File: src/hw/rtl/pkcm_pkg.sv
// shared types and constants for the power key and charge monitor
`default_nettype none

package pkcm_pkg;

  // configuration port
  localparam int unsigned CfgIdxW  = 3;
  localparam int unsigned CfgDataW = 14;

  localparam logic [CfgIdxW-1:0] CFG_BOOT_REASON    = 3'd0;
  localparam logic [CfgIdxW-1:0] CFG_LONG_PRESS     = 3'd1;
  localparam logic [CfgIdxW-1:0] CFG_DISPLAY_PERIOD = 3'd2;
  localparam logic [CfgIdxW-1:0] CFG_SCREEN_TIMEOUT = 3'd3;
  localparam logic [CfgIdxW-1:0] CFG_NO_BATTERY     = 3'd4;
  localparam logic [CfgIdxW-1:0] CFG_LEVEL_ONE      = 3'd5;
  localparam logic [CfgIdxW-1:0] CFG_LEVEL_TWO      = 3'd6;
  localparam logic [CfgIdxW-1:0] CFG_LEVEL_THREE    = 3'd7;

  // register reset values
  localparam logic [1:0]  RST_BOOT_REASON    = 2'd0;
  localparam logic [3:0]  RST_LONG_PRESS     = 4'd6;
  localparam logic [5:0]  RST_DISPLAY_PERIOD = 6'd20;
  localparam logic [5:0]  RST_SCREEN_TIMEOUT = 6'd30;
  localparam logic [11:0] RST_NO_BATTERY     = 12'd450;
  localparam logic [13:0] RST_LEVEL_ONE      = 14'd7414;
  localparam logic [13:0] RST_LEVEL_TWO      = 14'd7682;
  localparam logic [13:0] RST_LEVEL_THREE    = 14'd8282;

  // boot reason code that skips waiting
  localparam logic [1:0] BOOT_REASON_REBOOT = 2'd2;

  // outcome codes
  localparam logic [1:0] OUTCOME_WAIT     = 2'd0;
  localparam logic [1:0] OUTCOME_BOOT     = 2'd1;
  localparam logic [1:0] OUTCOME_POWEROFF = 2'd2;
  localparam logic [1:0] OUTCOME_REBOOT   = 2'd3;

  // led bits
  localparam logic [3:0] LED_OFF      = 4'h0;
  localparam logic [3:0] LED_CHARGING = 4'h2;
  localparam logic [3:0] LED_CHARGED  = 4'h4;

  // voltage scaling: mv = ((adc*3300)/4095*509)/200
  localparam logic [11:0] VOLT_MUL   = 12'd3300;
  localparam logic [11:0] VOLT_DIV   = 12'd4095;
  localparam logic [8:0]  DIV_MUL    = 9'd509;
  // floor(z/25) = (z*335545) >> 23 for z < 2^18
  localparam logic [18:0] RECIP_25   = 19'd335545;
  localparam int unsigned RECIP_SHFT = 23;

  typedef struct packed {
    logic        button_level;
    logic        charge_pin;
    logic        fault_pin;
    logic [11:0] presence_adc;
    logic [11:0] voltage_adc;
  } pkcm_req_t;

  typedef struct packed {
    logic [1:0] outcome;
    logic       screen_on;
    logic [3:0] led_pattern;
    logic       redraw;
    logic       frame_shown;
    logic [1:0] bars_shown;
  } pkcm_rsp_t;

  // controller to datapath commands
  typedef struct packed {
    logic capture;
    logic mul_en;
    logic scale_en;
    logic recip_en;
    logic commit;
  } pkcm_cmd_t;

endpackage

`default_nettype wire

File: src/hw/rtl/power_key_charge_monitor_core.sv
// top level of the power key and charge monitor
`default_nettype none

// channel   | direction | handshake                | payload
// ----------+-----------+--------------------------+----------------------------
// in        | input     | in_valid_i / in_stall_o  | in_req_i  (pkcm_req_t)
// out       | output    | out_valid_o / out_stall_i| out_rsp_o (pkcm_rsp_t)
// cfg       | input     | cfg_we_i                 | cfg_idx_i, cfg_wdata_i
//
// each request goes through capture, three voltage scaling steps
// (12x12 multiply, divide by 4095 and multiply by 509, reciprocal multiply
// for the divide by 200), then the state update into the output register
// the next request is taken in the cycle after the update
// reset is asynchronous and active low; config registers and tick state
// come up at their documented values
// a stalled output holds the update step; a new request may be taken
// while the last result still waits in the output register

module power_key_charge_monitor_core
  import pkcm_pkg::*;
(
  input  wire logic                clk_i,
  input  wire logic                rst_ni,
  // request channel
  input  wire logic                in_valid_i,
  output      logic                in_stall_o,
  input  wire pkcm_req_t           in_req_i,
  // result channel
  output      logic                out_valid_o,
  input  wire logic                out_stall_i,
  output      pkcm_rsp_t           out_rsp_o,
  // configuration writes
  input  wire logic                cfg_we_i,
  input  wire logic [CfgIdxW-1:0]  cfg_idx_i,
  input  wire logic [CfgDataW-1:0] cfg_wdata_i
);

  // sequencing commands from controller to datapath
  pkcm_cmd_t cmd;

  // state machine: request accept, scaling steps, commit
  pkcm_ctrl u_ctrl (
    .clk_i       (clk_i),
    .rst_ni      (rst_ni),
    .in_valid_i  (in_valid_i),
    .in_stall_o  (in_stall_o),
    .out_valid_o (out_valid_o),
    .out_stall_i (out_stall_i),
    .cmd_o       (cmd)
  );

  // config registers, voltage math, press and charge state
  pkcm_datapath u_datapath (
    .clk_i       (clk_i),
    .rst_ni      (rst_ni),
    .cmd_i       (cmd),
    .in_req_i    (in_req_i),
    .cfg_we_i    (cfg_we_i),
    .cfg_idx_i   (cfg_idx_i),
    .cfg_wdata_i (cfg_wdata_i),
    .out_rsp_o   (out_rsp_o)
  );

endmodule

`default_nettype wire

File: src/hw/rtl/pkcm_ctrl.sv
// sequencing state machine for the power key and charge monitor
`default_nettype none

module pkcm_ctrl
  import pkcm_pkg::*;
(
  input  wire logic      clk_i,
  input  wire logic      rst_ni,
  input  wire logic      in_valid_i,
  output      logic      in_stall_o,
  output      logic      out_valid_o,
  input  wire logic      out_stall_i,
  output      pkcm_cmd_t cmd_o
);

  typedef enum logic [4:0] {
    S_IDLE   = 5'b00001,
    S_MUL    = 5'b00010,
    S_SCALE  = 5'b00100,
    S_RECIP  = 5'b01000,
    S_COMMIT = 5'b10000
  } state_e;

  state_e state_q, state_d;
  logic   out_valid_q, out_valid_d;
  logic   out_busy;

  assign out_busy = out_valid_q & out_stall_i;

  always_comb begin
    state_d = state_q;
    cmd_o   = '0;
    case (state_q)
      S_IDLE: begin
        if (in_valid_i) begin
          cmd_o.capture = 1'b1;
          state_d       = S_MUL;
        end
      end
      S_MUL: begin
        cmd_o.mul_en = 1'b1;
        state_d      = S_SCALE;
      end
      S_SCALE: begin
        cmd_o.scale_en = 1'b1;
        state_d        = S_RECIP;
      end
      S_RECIP: begin
        cmd_o.recip_en = 1'b1;
        state_d        = S_COMMIT;
      end
      S_COMMIT: begin
        // wait for the output register to free up
        if (!out_busy) begin
          cmd_o.commit = 1'b1;
          state_d      = S_IDLE;
        end
      end
      default: begin
        state_d = S_IDLE;
      end
    endcase
  end

  always_comb begin
    out_valid_d = out_valid_q;
    if (cmd_o.commit) begin
      out_valid_d = 1'b1;
    end else if (out_valid_q && !out_stall_i) begin
      out_valid_d = 1'b0;
    end
  end

  always_ff @(posedge clk_i or negedge rst_ni) begin
    if (!rst_ni) begin
      state_q     <= S_IDLE;
      out_valid_q <= 1'b0;
    end else begin
      state_q     <= state_d;
      out_valid_q <= out_valid_d;
    end
  end

  assign in_stall_o  = (state_q != S_IDLE);
  assign out_valid_o = out_valid_q;

  a_commit_free : assert property (@(posedge clk_i) disable iff (!rst_ni)
    cmd_o.commit |-> !out_busy)
    else $error("commit while output register held");

  a_capture_to_commit : assert property (@(posedge clk_i) disable iff (!rst_ni)
    cmd_o.capture |=> ##2 state_q == S_RECIP ##1 state_q == S_COMMIT)
    else $error("request did not reach commit after three steps");

  a_valid_from_commit : assert property (@(posedge clk_i) disable iff (!rst_ni)
    $rose(out_valid_q) |-> $past(cmd_o.commit))
    else $error("output valid rose without commit");

endmodule

`default_nettype wire

File: src/hw/rtl/pkcm_datapath.sv
// config registers, voltage scaling pipeline and tick state update
`default_nettype none

module pkcm_datapath
  import pkcm_pkg::*;
(
  input  wire logic                clk_i,
  input  wire logic                rst_ni,
  input  wire pkcm_cmd_t           cmd_i,
  input  wire pkcm_req_t           in_req_i,
  input  wire logic                cfg_we_i,
  input  wire logic [CfgIdxW-1:0]  cfg_idx_i,
  input  wire logic [CfgDataW-1:0] cfg_wdata_i,
  output      pkcm_rsp_t           out_rsp_o
);

  // configuration
  logic [1:0]  boot_reason_q;
  logic [3:0]  long_press_q;
  logic [5:0]  period_q;
  logic [5:0]  timeout_q;
  logic [11:0] no_batt_q;
  logic [13:0] lvl_one_q;
  logic [13:0] lvl_two_q;
  logic [13:0] lvl_three_q;

  always_ff @(posedge clk_i or negedge rst_ni) begin
    if (!rst_ni) begin
      boot_reason_q <= RST_BOOT_REASON;
      long_press_q  <= RST_LONG_PRESS;
      period_q      <= RST_DISPLAY_PERIOD;
      timeout_q     <= RST_SCREEN_TIMEOUT;
      no_batt_q     <= RST_NO_BATTERY;
      lvl_one_q     <= RST_LEVEL_ONE;
      lvl_two_q     <= RST_LEVEL_TWO;
      lvl_three_q   <= RST_LEVEL_THREE;
    end else if (cfg_we_i) begin
      case (cfg_idx_i)
        CFG_BOOT_REASON:    boot_reason_q <= cfg_wdata_i[1:0];
        CFG_LONG_PRESS:     long_press_q  <= cfg_wdata_i[3:0];
        CFG_DISPLAY_PERIOD: period_q      <= cfg_wdata_i[5:0];
        CFG_SCREEN_TIMEOUT: timeout_q     <= cfg_wdata_i[5:0];
        CFG_NO_BATTERY:     no_batt_q     <= cfg_wdata_i[11:0];
        CFG_LEVEL_ONE:      lvl_one_q     <= cfg_wdata_i;
        CFG_LEVEL_TWO:      lvl_two_q     <= cfg_wdata_i;
        CFG_LEVEL_THREE:    lvl_three_q   <= cfg_wdata_i;
        default: ;
      endcase
    end
  end

  // captured request and scaling pipeline
  pkcm_req_t   req_q;
  logic [23:0] x_q;
  logic [20:0] y_q;
  logic [36:0] prod_q;

  // x / 4095: estimate x >> 12, remainder stays below twice the divisor
  logic [11:0] q0;
  logic [12:0] rem;
  logic [11:0] quot;
  logic [13:0] mv;

  assign q0   = x_q[23:12];
  assign rem  = {1'b0, x_q[11:0]} + {1'b0, q0};
  assign quot = (rem >= {1'b0, VOLT_DIV}) ? q0 + 12'd1 : q0;
  assign mv   = prod_q[RECIP_SHFT +: 14];

  always_ff @(posedge clk_i) begin
    if (cmd_i.capture) begin
      req_q <= in_req_i;
    end
    if (cmd_i.mul_en) begin
      x_q <= 24'(req_q.voltage_adc) * 24'(VOLT_MUL);
    end
    if (cmd_i.scale_en) begin
      y_q <= 21'(quot) * 21'(DIV_MUL);
    end
    if (cmd_i.recip_en) begin
      // divide by 8 by dropping bits, then by 25 through the reciprocal
      prod_q <= 37'(y_q[20:3]) * 37'(RECIP_25);
    end
  end

  // tick state
  logic       sampling_q, sampling_d;
  logic [3:0] press_cnt_q, press_cnt_d;
  logic       latched_q, latched_d;
  logic       screen_q, screen_d;
  logic [5:0] tick_q, tick_d;
  logic [5:0] refresh_q, refresh_d;
  logic       fault_ref_q, fault_ref_d;
  logic [1:0] anim_q, anim_d;
  logic [3:0] led_q, led_d;
  logic [1:0] outcome_q, outcome_d;
  logic       redraw, frame, do_pass, released, charging;
  logic [1:0] bars;
  logic [1:0] level;

  always_comb begin
    if (mv <= lvl_one_q) begin
      level = 2'd0;
    end else if (mv <= lvl_two_q) begin
      level = 2'd1;
    end else if (mv <= lvl_three_q) begin
      level = 2'd2;
    end else begin
      level = 2'd3;
    end
  end

  always_comb begin
    sampling_d  = sampling_q;
    press_cnt_d = press_cnt_q;
    latched_d   = latched_q;
    screen_d    = screen_q;
    tick_d      = tick_q;
    refresh_d   = refresh_q;
    fault_ref_d = fault_ref_q;
    anim_d      = anim_q;
    led_d       = led_q;
    outcome_d   = outcome_q;
    redraw      = 1'b0;
    frame       = 1'b0;
    bars        = 2'd0;
    do_pass     = 1'b0;
    released    = 1'b0;
    charging    = 1'b0;

    if (outcome_q != OUTCOME_WAIT) begin
      // decided, hold everything
    end else if (boot_reason_q == BOOT_REASON_REBOOT) begin
      outcome_d = OUTCOME_REBOOT;
    end else if (sampling_q) begin
      if (!req_q.button_level) begin
        press_cnt_d = press_cnt_q + 4'd1;
        if (press_cnt_d >= long_press_q) begin
          outcome_d  = OUTCOME_BOOT;
          screen_d   = 1'b0;
          sampling_d = 1'b0;
        end
      end else begin
        // release tick also serves as the pass tick
        sampling_d = 1'b0;
        do_pass    = 1'b1;
        released   = 1'b1;
        charging   = latched_q;
      end
    end else if (!req_q.button_level) begin
      sampling_d  = 1'b1;
      press_cnt_d = 4'd0;
      latched_d   = req_q.charge_pin;
      if (long_press_q == 4'd0) begin
        outcome_d  = OUTCOME_BOOT;
        screen_d   = 1'b0;
        sampling_d = 1'b0;
      end
    end else begin
      latched_d = req_q.charge_pin;
      do_pass   = 1'b1;
      charging  = req_q.charge_pin;
    end

    if (do_pass) begin
      if (released && !charging) begin
        screen_d  = ~screen_d;
        refresh_d = 6'd0;
      end
      if (charging) begin
        outcome_d = OUTCOME_POWEROFF;
      end else begin
        if (tick_q == 6'd0) begin
          fault_ref_d = req_q.fault_pin;
        end
        tick_d = tick_q + 6'd1;
        if (tick_d >= period_q) begin
          if (screen_d) begin
            redraw = 1'b1;
            if (req_q.presence_adc < no_batt_q) begin
              screen_d = 1'b0;
            end else begin
              case (anim_q)
                2'd0: begin
                  led_d  = LED_CHARGING;
                  frame  = 1'b1;
                  anim_d = 2'd1;
                end
                2'd1: begin
                  bars   = 2'd1;
                  anim_d = 2'd2;
                end
                2'd2: begin
                  bars   = 2'd2;
                  anim_d = 2'd3;
                end
                default: begin
                  bars   = 2'd3;
                  anim_d = level;
                  led_d  = (level == 2'd3) ? LED_CHARGED : LED_CHARGING;
                end
              endcase
            end
            refresh_d = refresh_d + 6'd1;
          end
          if (fault_ref_d != req_q.fault_pin) begin
            screen_d = 1'b0;
            led_d    = LED_OFF;
          end
          tick_d = 6'd0;
        end
        if (refresh_d >= timeout_q) begin
          screen_d  = 1'b0;
          refresh_d = 6'd0;
        end
      end
    end
  end

  always_ff @(posedge clk_i or negedge rst_ni) begin
    if (!rst_ni) begin
      sampling_q  <= 1'b0;
      press_cnt_q <= 4'd0;
      latched_q   <= 1'b0;
      screen_q    <= 1'b1;
      tick_q      <= 6'd0;
      refresh_q   <= 6'd0;
      fault_ref_q <= 1'b0;
      anim_q      <= 2'd0;
      led_q       <= LED_OFF;
      outcome_q   <= OUTCOME_WAIT;
    end else if (cmd_i.commit) begin
      sampling_q  <= sampling_d;
      press_cnt_q <= press_cnt_d;
      latched_q   <= latched_d;
      screen_q    <= screen_d;
      tick_q      <= tick_d;
      refresh_q   <= refresh_d;
      fault_ref_q <= fault_ref_d;
      anim_q      <= anim_d;
      led_q       <= led_d;
      outcome_q   <= outcome_d;
    end
  end

  pkcm_rsp_t rsp_q;

  always_ff @(posedge clk_i) begin
    if (cmd_i.commit) begin
      rsp_q.outcome     <= outcome_d;
      rsp_q.screen_on   <= screen_d;
      rsp_q.led_pattern <= led_d;
      rsp_q.redraw      <= redraw;
      rsp_q.frame_shown <= frame;
      rsp_q.bars_shown  <= bars;
    end
  end

  assign out_rsp_o = rsp_q;

  a_outcome_sticky : assert property (@(posedge clk_i) disable iff (!rst_ni)
    (outcome_q != OUTCOME_WAIT) |=> outcome_q == $past(outcome_q))
    else $error("decided outcome changed");

  a_led_onehot : assert property (@(posedge clk_i) disable iff (!rst_ni)
    $onehot0(led_q))
    else $error("more than one led lit");

  a_boot_dark : assert property (@(posedge clk_i) disable iff (!rst_ni)
    (outcome_q == OUTCOME_BOOT) |-> !screen_q)
    else $error("screen on after boot");

endmodule

`default_nettype wire
File: config.mk
export PLATFORM = sky130hd
export DESIGN_NAME = power_key_charge_monitor_core
export DESIGN_NICKNAME = d
export VERILOG_FILES = /design/src/hw/rtl/pkcm_pkg.sv /design/src/hw/rtl/power_key_charge_monitor_core.sv /design/src/hw/rtl/pkcm_ctrl.sv /design/src/hw/rtl/pkcm_datapath.sv
export SDC_FILE = /design/constraint.sdc
export NUM_CORES = 1
export LEC_CHECK = 0
export BUFFER_PORTS_ARGS = -buffer_cell sky130_fd_sc_hd__buf_4
export CORE_MARGIN = 2
export CORE_UTILIZATION = 55
export CTS_BUF_LIST = sky130_fd_sc_hd__clkbuf_4 sky130_fd_sc_hd__clkbuf_8
export DETAILED_ROUTE_END_ITERATION = 8
export GPL_ROUTABILITY_DRIVEN = 0
export PLACE_DENSITY = 0.71
export SETUP_SLACK_MARGIN = 0.15
export SYNTH_ARGS = -nofsm -noshare
export SYNTH_HDL_FRONTEND = slang
export SYNTH_SLANG_ARGS = --single-unit
File: constraint.sdc
create_clock -name clk_i -period 14.66 [get_ports clk_i]
set_clock_uncertainty 0.1 [all_clocks]
set_input_delay 2.199 -clock clk_i [delete_from_list [all_inputs] [get_ports clk_i]]
set_output_delay 2.199 -clock clk_i [all_outputs]
set_load 0.05 [all_outputs]
==> results of run 1 <==
## how the worst max path moves through the flow
stage / startpoint / to / slack (ns) / depth (start not counted)
6_report: u_datapath.x_q[14]$_DFFE_PP_ / u_datapath.y_q[19]$_DFFE_PN_ / 6.79 / 28
5_1_grt: u_datapath.x_q[14]$_DFFE_PP_ / u_datapath.y_q[19]$_DFFE_PN_ / 6.23 / 28
4_1_cts: u_datapath.x_q[14]$_DFFE_PP_ / u_datapath.y_q[19]$_DFFE_PN_ / 6.80 / 28
3_5_place_dp: u_datapath.x_q[14]$_DFFE_PP_ / u_datapath.y_q[19]$_DFFE_PN_ / 6.85 / 28
3_3_place_gp: u_datapath.x_q[14]$_DFFE_PP_ / u_datapath.y_q[19]$_DFFE_PN_ / 7.15 / 28
2_1_floorplan: u_datapath.x_q[15]$_DFFE_PP_ / u_datapath.y_q[20]$_DFFE_PN_ / 7.69 / 25
## layout make-up
type	count	area (sq um)
antenna	1	2.502
clock buffer	20	269.0
clock inverter	12	133.9
fill	3034	14770
inverter	416	1562
multi-input combinational	1279	13090
sequential	198	5456
tap	468	585.6
timing repair buffer	65	488.0
## layout by cell type (no fill, tap or decap), types with 5 or more instances in the layout
master	synthesis	final
a211oi_1	8	8
a21o_1	29	29
a21oi_1	63	63
a31oi_1	5	5
and2_1	12	12
and3_1	12	12
buf_4	0	65
clkbuf_8	0	19
dfrtp_1	73	73
dfstp_2	33	33
edfxtp_1	92	92
fa_1	197	197
ha_1	358	358
inv_1	415	415
mux2_2	57	57
nand2_1	82	82
nand2b_1	17	17
nand3_1	33	33
nand4_1	17	17
nor2_1	82	81
nor2b_1	9	9
nor3_1	35	35
nor4_1	7	7
o21a_1	10	10
o21ai_0	68	68
o31ai_1	6	6
or2_2	7	7
or3_1	5	5
xnor2_1	49	49
xor2_1	29	29
## layer usage
layer | up-vias | wire length, microns | global-route usage [%]
met3 | 30 | 1205 | 2.435
met5 | - | 0 | 0
li1 | 6475 | - | -
met1 | 6446 | 18520 | 29.59
met4 | 0 | 523 | 4.524
met2 | 199 | 18720 | 36.68
## state kept, by name, summed over array words and instances (netlist names), 5 cells and up
| name | cells |
|---|---|
| u_ctrl.state_q | 5 |
| u_datapath.lvl_one_q | 14 |
| u_datapath.lvl_three_q | 14 |
| u_datapath.lvl_two_q | 14 |
| u_datapath.no_batt_q | 12 |
| u_datapath.out_rsp_o | 11 |
| u_datapath.period_q | 6 |
| u_datapath.prod_q | 14 |
| u_datapath.refresh_q | 6 |
| u_datapath.req_q | 27 |
| u_datapath.tick_q | 6 |
| u_datapath.timeout_q | 6 |
| u_datapath.x_q | 22 |
| u_datapath.y_q | 18 |
## through the flow
step / utilization (%) / setup WS [ns] / instance area [sq um]
5_1_grt: 59.37 / 6.232 / 21580
2_1_floorplan: - / 7.694 / 20140
6_report: 59.38 / 6.789 / 21580
4_1_cts: 59.37 / 6.796 / 21580
3_5_place_dp: 58.26 / 6.847 / 21180
3_3_place_gp: 58.26 / 7.146 / 21180
## cell families after synthesis
family / synth area share, %
AO/OA/AOI/OAI: 7.659
XOR/XNOR: 3.391
adder cells (fa/ha/maj): 41.82
buffers and inverters: 8.063
flip-flops: 27.09
multiplexers: 3.385
AND/OR/NAND/NOR: 8.597
## worst max-delay path, delay by kind of cell (launching register included)
kind / cells / cell delay (ns)
simple gates: 7 / 1.34
fa+ha+maj: 7 / 2.75
buf+inv: 3 / 0.16
mux: 2 / 0.28
compound gates: 7 / 1.70
xor+xnor: 2 / 0.64
flops: 1 / 0.62
==> out/metrics.yaml, run 1 <==
run_status:
  status: "completed"
synthesis:
  synth_largest_area_cell: "ha_1"
  yosysSeqAreaShare_pct: 27.09
  synth_most_common_cell: "inv_1"
  synth_cells: 1909
  ys.flop_type: "edfxtp_1"
  synth_area_sq_um: 20140
  synth_cell_type_count: 72
  synth_area_leaders: "ha_1 22%, fa_1 20%, edfxtp_1 14%, dfrtp_1 9.1%, inv_1 7.7%"
  synth_seq_cells: 198
  synth_nets: 2513
  synth_edf_count: 92
  yosys-top-cells-count: "415 x inv_1, 358 x ha_1, 197 x fa_1"
  syn_avg_cell_area_sq_um: 10.55
  yosys_warnings: 0
  ys_async_sr_fraction_pct: 53.54
  netlist.area_leader.share_pct: 22.24
worst_setup_path:
  reg2regPathDepth: 28
  worst_path_most_repeated_cell: "fa_1"
  critPathSlowestCell: "edfxtp_1"
  arrival_ns: 7.99
  crit_required_ns: 14.78
  r2r_setup_slack_ns: 6.79
  end_kind: "flop"
  crit_fanout: 14
  start_kind: "flop"
  r2r-end: "u_datapath.y_q[19]$_DFFE_PN_"
  worstSetupPathType: "reg2reg"
  max_stage_delay_ns: 0.62
  r2r_start: "u_datapath.x_q[14]$_DFFE_PP_"
timing:
  fin_tns_setup_ns: 0
  period_needed_ns: 7.871
  drv_slew: 0
  max_slew_margin_pct: 31.00
  finalHoldViolCount: 0
  rsz0062_at_grt: "no"
  tightestPinTransition_ns: 1.027
  fmax_mhz: 127.1
  hold-worst-slack_ns: 0.3962
  finalCritPeriodShare_pct: 53.69
  setup_violations: 0
floorplan:
  start_util_pct: 55.42
  core_area_sq_um: 36350
  die_area_sq_um: 38170
  die_w_microns: 195.4
  num_rows: 70
  ios: 62
  die-height_microns: 195.4
detailed_routing:
  vias: 13150
  routed_via_density: 5.348
  drc: 0
  dr.pass1.iters: 5
  routed_wl_microns: 38970
  wl_per_cell_microns: 15.85
  detail-route-antenna-nets: 0
  drtIter0Drc: 624
global_route:
  grt_pass1_vias: 13759
  grt_usage_pct: 21.43
  grt_pass1_wl_microns: 65990
  antenna_found_initial: 0
  grt_max_degree: 61
  grt-ovfl-total: 0
finish:
  instances_no_fill: 2459
  drive_gt1_share_pct: 10.55
  areaGrowthSynthToFinish_pct: 7.143
  nets: 2581
min_path:
  whs_path_depth: 1
  min_path_type: "reg2reg"
  hp-start: "u_datapath.led_q[0]$_DFFE_PN0P_"
  min_to: "u_datapath.led_q[0]$_DFFE_PN0P_"
cts:
  insertion_delay_ns: 0.48
  root_buffer: "clkbuf_8"
  cts_setup_buffers: 0
  cts.repair.resized: 0
  path_clk_slew_ns: 0.11
  ctsHoldBuffers: 0
  clkSinkCount: 198
  h-tree-depth: 4
  cts-buffers-inserted: 17
  cts_max_path_buffers: 2
  cts_tree: "built"
placed_design:
  dp_cells: 2426
  post-dp-hpwl_microns: 32660
  io_buffer_count: 61
job:
  max_cap_violations: 0
Power of run 1 is left out: the tool's default activity adds up to more than one toggle a clock period on the data nets, which glitch-free logic cannot reach.
==> inputs of run 2 (changes only) <==
- PLACE_DENSITY: 0.71 -> 0.74
- clock period: 14.66 -> 6.8 ns (I/O delays scaled with it)
==> run 2 against run 1 <==
Critical path depth decreased by 3. Routed wire length increased by 7.1%. Die area unchanged. Cell count increased by 2.6%. Register-to-register slack got worse by 6.6 ns. Worst setup slack got worse by 6.6 ns. Sequential cell count unchanged. First-iteration DRC count increased by 7.1%. Highest routed layer unchanged.
==> out/metrics.yaml, run 2 (same netlist as run 1, synthesis figures left out) <==
finish:
  final_cell_mix: "408 x inv_1, 343 x ha_1, 191 x fa_1"  # was 415 x inv_1, 358 x ha_1, 197 x fa_1
  nets: 2646  # was 2581
  instances_no_fill: 2524  # was 2459
  top_register: "u_datapath.req_q"  # unchanged
  largest_reg_flops: 27  # unchanged
  drive_gt1_share_pct: 16.79  # was 10.55%
  areaGrowthSynthToFinish_pct: 12.32  # was 7.143%
  final_common_cell: "inv_1"  # unchanged
  reg_top3: "u_datapath.req_q: 27 flops, u_datapath.x_q: 22 flops, u_datapath.y_q: 18 flops"  # unchanged
detailed_routing:
  met2_length_microns: 20370  # was 18720 microns
  maxUsedRoutingLayer: "met4"  # unchanged
  routed_wl_microns: 41750  # was 38970 microns
  drc: 0  # unchanged
  route.met3.wl_microns: 1203  # was 1205 microns
  dr.pass1.iters: 5  # unchanged
  vias: 13705  # was 13.15k
  wl_per_cell_microns: 16.54  # was 15.85 microns
  detail-route-antenna-nets: 0  # unchanged
  wl_met1_microns: 18840  # was 18520 microns
  drtIter0Drc: 668  # was 624
  routed_via_density: 5.430  # was 5.348
placed_design:
  dp_cells: 2461  # was 2426
  place_ws_ns: -0.1567  # was 6.847 ns
  post-dp-hpwl_microns: 33260  # was 32660 microns
  io_buffer_count: 61  # unchanged
timing:
  rsz0062_at_grt: "yes"  # was no
  tightestPinTransition_ns: 0.9704  # was 1.027 ns
  setup_violations: 0  # unchanged
  fin_tns_setup_ns: 0  # unchanged
  finalCritPeriodShare_pct: 97.24  # was 53.69%
  hold-worst-slack_ns: 0.3897  # was 0.3962 ns
  fmax_mhz: 151.2  # was 127.1 MHz
  max_slew_margin_pct: 35.31  # was 31.00%
  drv_slew: 0  # unchanged
  period_needed_ns: 6.612  # was 7.871 ns
  finalHoldViolCount: 0  # unchanged
  layout_setup_ws_ns: 0.1879  # was 6.789 ns
cts:
  root_buffer: "clkbuf_8"  # unchanged
  ctsHoldBuffers: 0  # unchanged
  cts_tree: "built"  # unchanged
  insertion_delay_ns: 0.50  # was 0.48 ns
  clkSinkCount: 198  # unchanged
  cts-buffers-inserted: 17  # unchanged
  h-tree-depth: 4  # unchanged
  cts_max_path_buffers: 2  # unchanged
  path_clk_slew_ns: 0.10  # was 0.11 ns
global_route:
  grt_usage_pct: 22.62  # was 21.43%
  antenna_found_initial: 0  # unchanged
  grt_pass1_vias: 14354  # was 13.76k
  grt-ovfl-total: 0  # unchanged
  grt_max_degree: 58  # was 61
  grt_pass1_wl_microns: 69320  # was 65990 microns
min_path:
  hp-start: "u_datapath.led_q[3]$_DFFE_PN0P_"  # was u_datapath.led_q[0]$_DFFE_PN0P_
  min_path_type: "reg2reg"  # unchanged
  whs_path_depth: 1  # unchanged
  min_to: "u_datapath.led_q[3]$_DFFE_PN0P_"  # was u_datapath.led_q[0]$_DFFE_PN0P_
worst_setup_path:
  critPathTopFamily: "adder cells"  # unchanged
  arrival_ns: 6.76  # was 7.99 ns
  path_buf_inv: 3  # unchanged
  max_stage_delay_ns: 0.60  # was 0.62 ns
  end_kind: "flop"  # unchanged
  start_kind: "flop"  # unchanged
  reg2regPathDepth: 25  # was 28
  worstSetupPathType: "reg2reg"  # unchanged
  crit_fanout: 6  # was 14
  crit_required_ns: 6.95  # was 14.78 ns
  worst_path_most_repeated_cell: "fa_1"  # unchanged
  r2r-end: "u_datapath.y_q[20]$_DFFE_PN_"  # was u_datapath.y_q[19]$_DFFE_PN_
  r2r_start: "u_datapath.x_q[14]$_DFFE_PP_"  # unchanged
  r2r_setup_slack_ns: 0.19  # was 6.79 ns
  critPathSlowestCell: "or4_4"  # was edfxtp_1
run_status:
  status: "completed"  # unchanged
floorplan:
  ios: 62  # unchanged
  core_area_sq_um: 36350  # unchanged
  die-height_microns: 195.4  # unchanged
  num_rows: 70  # unchanged
  die_w_microns: 195.4  # unchanged
  start_util_pct: 55.42  # unchanged
  die_area_sq_um: 38170  # unchanged
job:
  max_cap_violations: 0  # unchanged
## run 2: cell count changes in the layout (fill, tap and decap cells not counted), sizes merged
cell,delta
buf,+64
bufinv,+2
clkinvlp,-1
inv,-1
nand2,+1
## run 2: layer usage
layer  vias to the layer above  global-route usage, %
li1                       6608                      -
met1                      6749                  30.17
met2                       261                  38.35
met3                        87                  2.677
met4                         0                  8.029
met5                         -                      0
## run 2: layout make-up
class	instances	area [sq um]
Inverter	416	1562
Tap cell	468	585.6
Multi-Input combinational cell	1280	13610
Clock buffer	20	256.5
Sequential cell	198	5456
Clock inverter	12	168.9
Timing Repair Buffer	129	983.4
Antenna cell	1	2.502
Fill cell	2864	13720
## run 2: worst max path at each step
stage | slack, ns | end | from | cells after the start
after global routing | -0.11 | u_datapath.y_q[19]$_DFFE_PN_ | u_datapath.x_q[14]$_DFFE_PP_ | 33
after CTS | 0.15 | u_datapath.y_q[20]$_DFFE_PN_ | u_datapath.x_q[14]$_DFFE_PP_ | 29
after detailed placement | -0.16 | u_datapath.y_q[19]$_DFFE_PN_ | u_datapath.x_q[14]$_DFFE_PP_ | 29
final | 0.19 | u_datapath.y_q[20]$_DFFE_PN_ | u_datapath.x_q[14]$_DFFE_PP_ | 25
after floorplan | 0.15 | u_datapath.y_q[20]$_DFFE_PN_ | u_datapath.x_q[15]$_DFFE_PP_ | 25
after global placement | 0.1 | u_datapath.y_q[19]$_DFFE_PN_ | u_datapath.x_q[14]$_DFFE_PP_ | 26
## run 2: stage by stage
step	instance area (sq um)	util (%)
global placement	21480	59.09
CTS	22240	61.18
finish	22620	62.24
global route	22620	62.24
floorplan	20180	-
detailed placement	21480	59.09
## run 2: what timing repair did
| item | 4_1_cts | 5_1_grt |
|---|---|---|
| pin swaps | 50 | 64 |
| endpoints found under the setup margin | 4 | 9 |
| setup buffers | 10 | 19 |
| resized for setup | 49 | 44 |
| gates cloned | 1 | 0 |
Power of run 2 is left out for the same reason.
==> inputs of run 3 (changes only) <==
- CAP_MARGIN: default -> 30
- CTS_BUF_LIST: sky130_fd_sc_hd__clkbuf_4 sky130_fd_sc_hd__clkbuf_8 -> sky130_fd_sc_hd__clkbuf_4
==> run 3 against run 2 <==
Routed wire length decreased by 0.99%. Global-route usage decreased by 0.072 points. Register-to-register slack about the same. Worst setup slack got worse by 0.0090 ns. Worst hold slack got worse by 0.093 ns. Cell count decreased by 0.32%. Cell area decreased by 0.76%. Sequential cell count unchanged. Non-clock buffer count decreased by 8. Largest cell class unchanged. Highest routed layer unchanged.
==> out/metrics.yaml, run 3 (same netlist as run 1, synthesis figures left out) <==
run_status:
  status: "completed"  # unchanged
detailed_routing:
  vias: 13653  # was 13.71k
  drc: 0  # unchanged
  routed_wl_microns: 41340  # was 41750 microns
  routed_via_density: 5.426  # was 5.430
  detail-route-antenna-nets: 0  # unchanged
  drtIter0Drc: 642  # was 668
  dr.pass1.iters: 5  # unchanged
  wl_per_cell_microns: 16.43  # was 16.54 microns
global_route:
  grt-ovfl-total: 0  # unchanged
  grt_pass1_wl_microns: 69140  # was 69320 microns
  grt_pass1_vias: 14334  # was 14.35k
  antenna_found_initial: 1  # was 0
  grt_max_degree: 58  # unchanged
  grt_usage_pct: 22.55  # was 22.62%
finish:
  final_cell_mix: "412 x inv_1, 344 x ha_1, 192 x fa_1"  # was 408 x inv_1, 343 x ha_1, 191 x fa_1
  final_common_cell: "inv_1"  # unchanged
  areaGrowthSynthToFinish_pct: 11.46  # was 12.32%
  drive_gt1_share_pct: 16.07  # was 16.79%
  top_register: "u_datapath.req_q"  # unchanged
  reg_top3: "u_datapath.req_q: 27 flops, u_datapath.x_q: 22 flops, u_datapath.y_q: 18 flops"  # unchanged
  nets: 2638  # was 2646
  largest_reg_flops: 27  # unchanged
worst_setup_path:
  start_kind: "flop"  # unchanged
  r2r_setup_slack_ns: 0.18  # was 0.19 ns
  critPathSlowestCell: "or4_4"  # unchanged
  worstSetupPathType: "reg2reg"  # unchanged
  arrival_ns: 6.90  # was 6.76 ns
  crit_required_ns: 7.08  # was 6.95 ns
  r2r_start: "u_datapath.x_q[14]$_DFFE_PP_"  # unchanged
  max_stage_delay_ns: 0.60  # about the same
  end_kind: "flop"  # unchanged
  reg2regPathDepth: 25  # unchanged
  r2r-end: "u_datapath.y_q[20]$_DFFE_PN_"  # unchanged
  worst_path_most_repeated_cell: "fa_1"  # unchanged
  crit_fanout: 6  # unchanged
placed_design:
  post-dp-hpwl_microns: 33260  # unchanged
  place_ws_ns: -0.1567  # unchanged
  io_buffer_count: 61  # unchanged
floorplan:
  start_util_pct: 55.42  # unchanged
  die_w_microns: 195.4  # unchanged
  ios: 62  # unchanged
  die_area_sq_um: 38170  # unchanged
  die-height_microns: 195.4  # unchanged
  num_rows: 70  # unchanged
  core_area_sq_um: 36350  # unchanged
job:
  max_cap_violations: 0  # unchanged
cts:
  cts-buffers-inserted: 17  # unchanged
  cts_max_path_buffers: 2  # unchanged
  h-tree-depth: 4  # unchanged
  clkSinkCount: 198  # unchanged
  path_clk_slew_ns: 0.17  # was 0.10 ns
  insertion_delay_ns: 0.62  # was 0.50 ns
  cts_tree: "built"  # unchanged
  ctsHoldBuffers: 0  # unchanged
  root_buffer: "clkbuf_4"  # was clkbuf_8
timing:
  layout_setup_ws_ns: 0.1789  # was 0.1879 ns
  finalCritPeriodShare_pct: 97.37  # was 97.24%
  tightestPinTransition_ns: 0.9410  # was 0.9704 ns
  finalHoldViolCount: 0  # unchanged
  period_needed_ns: 6.621  # was 6.612 ns
  max_slew_margin_pct: 36.93  # was 35.31%
  fmax_mhz: 151.0  # was 151.2 MHz
  rsz0062_at_grt: "yes"  # unchanged
  drv_slew: 0  # unchanged
  setup_violations: 0  # unchanged
min_path:
  min_path_type: "in2async"  # was reg2reg
==> run 3: per-stage QoR <==
step | area (sq um) | setup TNS, ns | hold WS (ns) | util, % | std cells
final | 22450 | 0 | 0.2965 | 61.77 | 2516
after global routing | 22450 | -0.2342 | 0.2952 | 61.77 | 2516
after CTS | 22130 | 0 | 0.2771 | 60.87 | 2503
after detailed placement | 21480 | -0.2038 | 0.3634 | 59.09 | 2461
after global placement | 21480 | 0 | 0.3622 | 59.09 | 2461
after floorplan | 20180 | 0 | 0.3442 | - | 1909
==> run 3: metal layers <==
metal | share of wire (%) | vias to the layer above | global-route usage (%)
li1 | - | 6584 | -
met1 | 45 | 6723 | 30.00
met2 | 49 | 268 | 38.41
met3 | 3.0 | 78 | 2.729
met4 | 2.9 | 0 | 7.690
met5 | 0 | - | 0
==> run 3: how the worst max path moves through the flow <==
stage / start / endpoint / cells past startpoint
finish: u_datapath.x_q[14]$_DFFE_PP_ / u_datapath.y_q[20]$_DFFE_PN_ / 25
global route: u_datapath.x_q[14]$_DFFE_PP_ / u_datapath.y_q[19]$_DFFE_PN_ / 33
CTS: u_datapath.x_q[14]$_DFFE_PP_ / u_datapath.y_q[19]$_DFFE_PN_ / 33
detailed placement: u_datapath.x_q[14]$_DFFE_PP_ / u_datapath.y_q[19]$_DFFE_PN_ / 29
global placement: u_datapath.x_q[14]$_DFFE_PP_ / u_datapath.y_q[19]$_DFFE_PN_ / 26
floorplan: u_datapath.x_q[15]$_DFFE_PP_ / u_datapath.y_q[20]$_DFFE_PN_ / 25
==> run 3: worst max-delay path, delay by kind of cell (launching register included) <==
kind,cells,cell delay [ns]
buf+inv,3,0.17
flops,1,0.43
fa+ha+maj,7,2.67
compound gates,5,1.01
simple gates,6,1.49
mux,2,0.24
xor+xnor,2,0.28
==> run 3: layout make-up <==
type,count,area [sq um]
Clock inverter,12,168.9
Fill cell,2902,13900
Tap cell,468,585.6
Clock buffer,20,150.1
Timing Repair Buffer,121,933.4
Multi-Input combinational cell,1280,13590
Sequential cell,198,5456
Antenna cell,1,2.502
Inverter,416,1562
==> run 3: what timing repair did <==
action                                  CTS  global route
endpoints found under the setup margin    4             9
cloned                                    1             0
pin swaps                                51            40
buffers inserted                          9            11
resized for setup                        49            35
Power of run 3 is left out for the same reason.
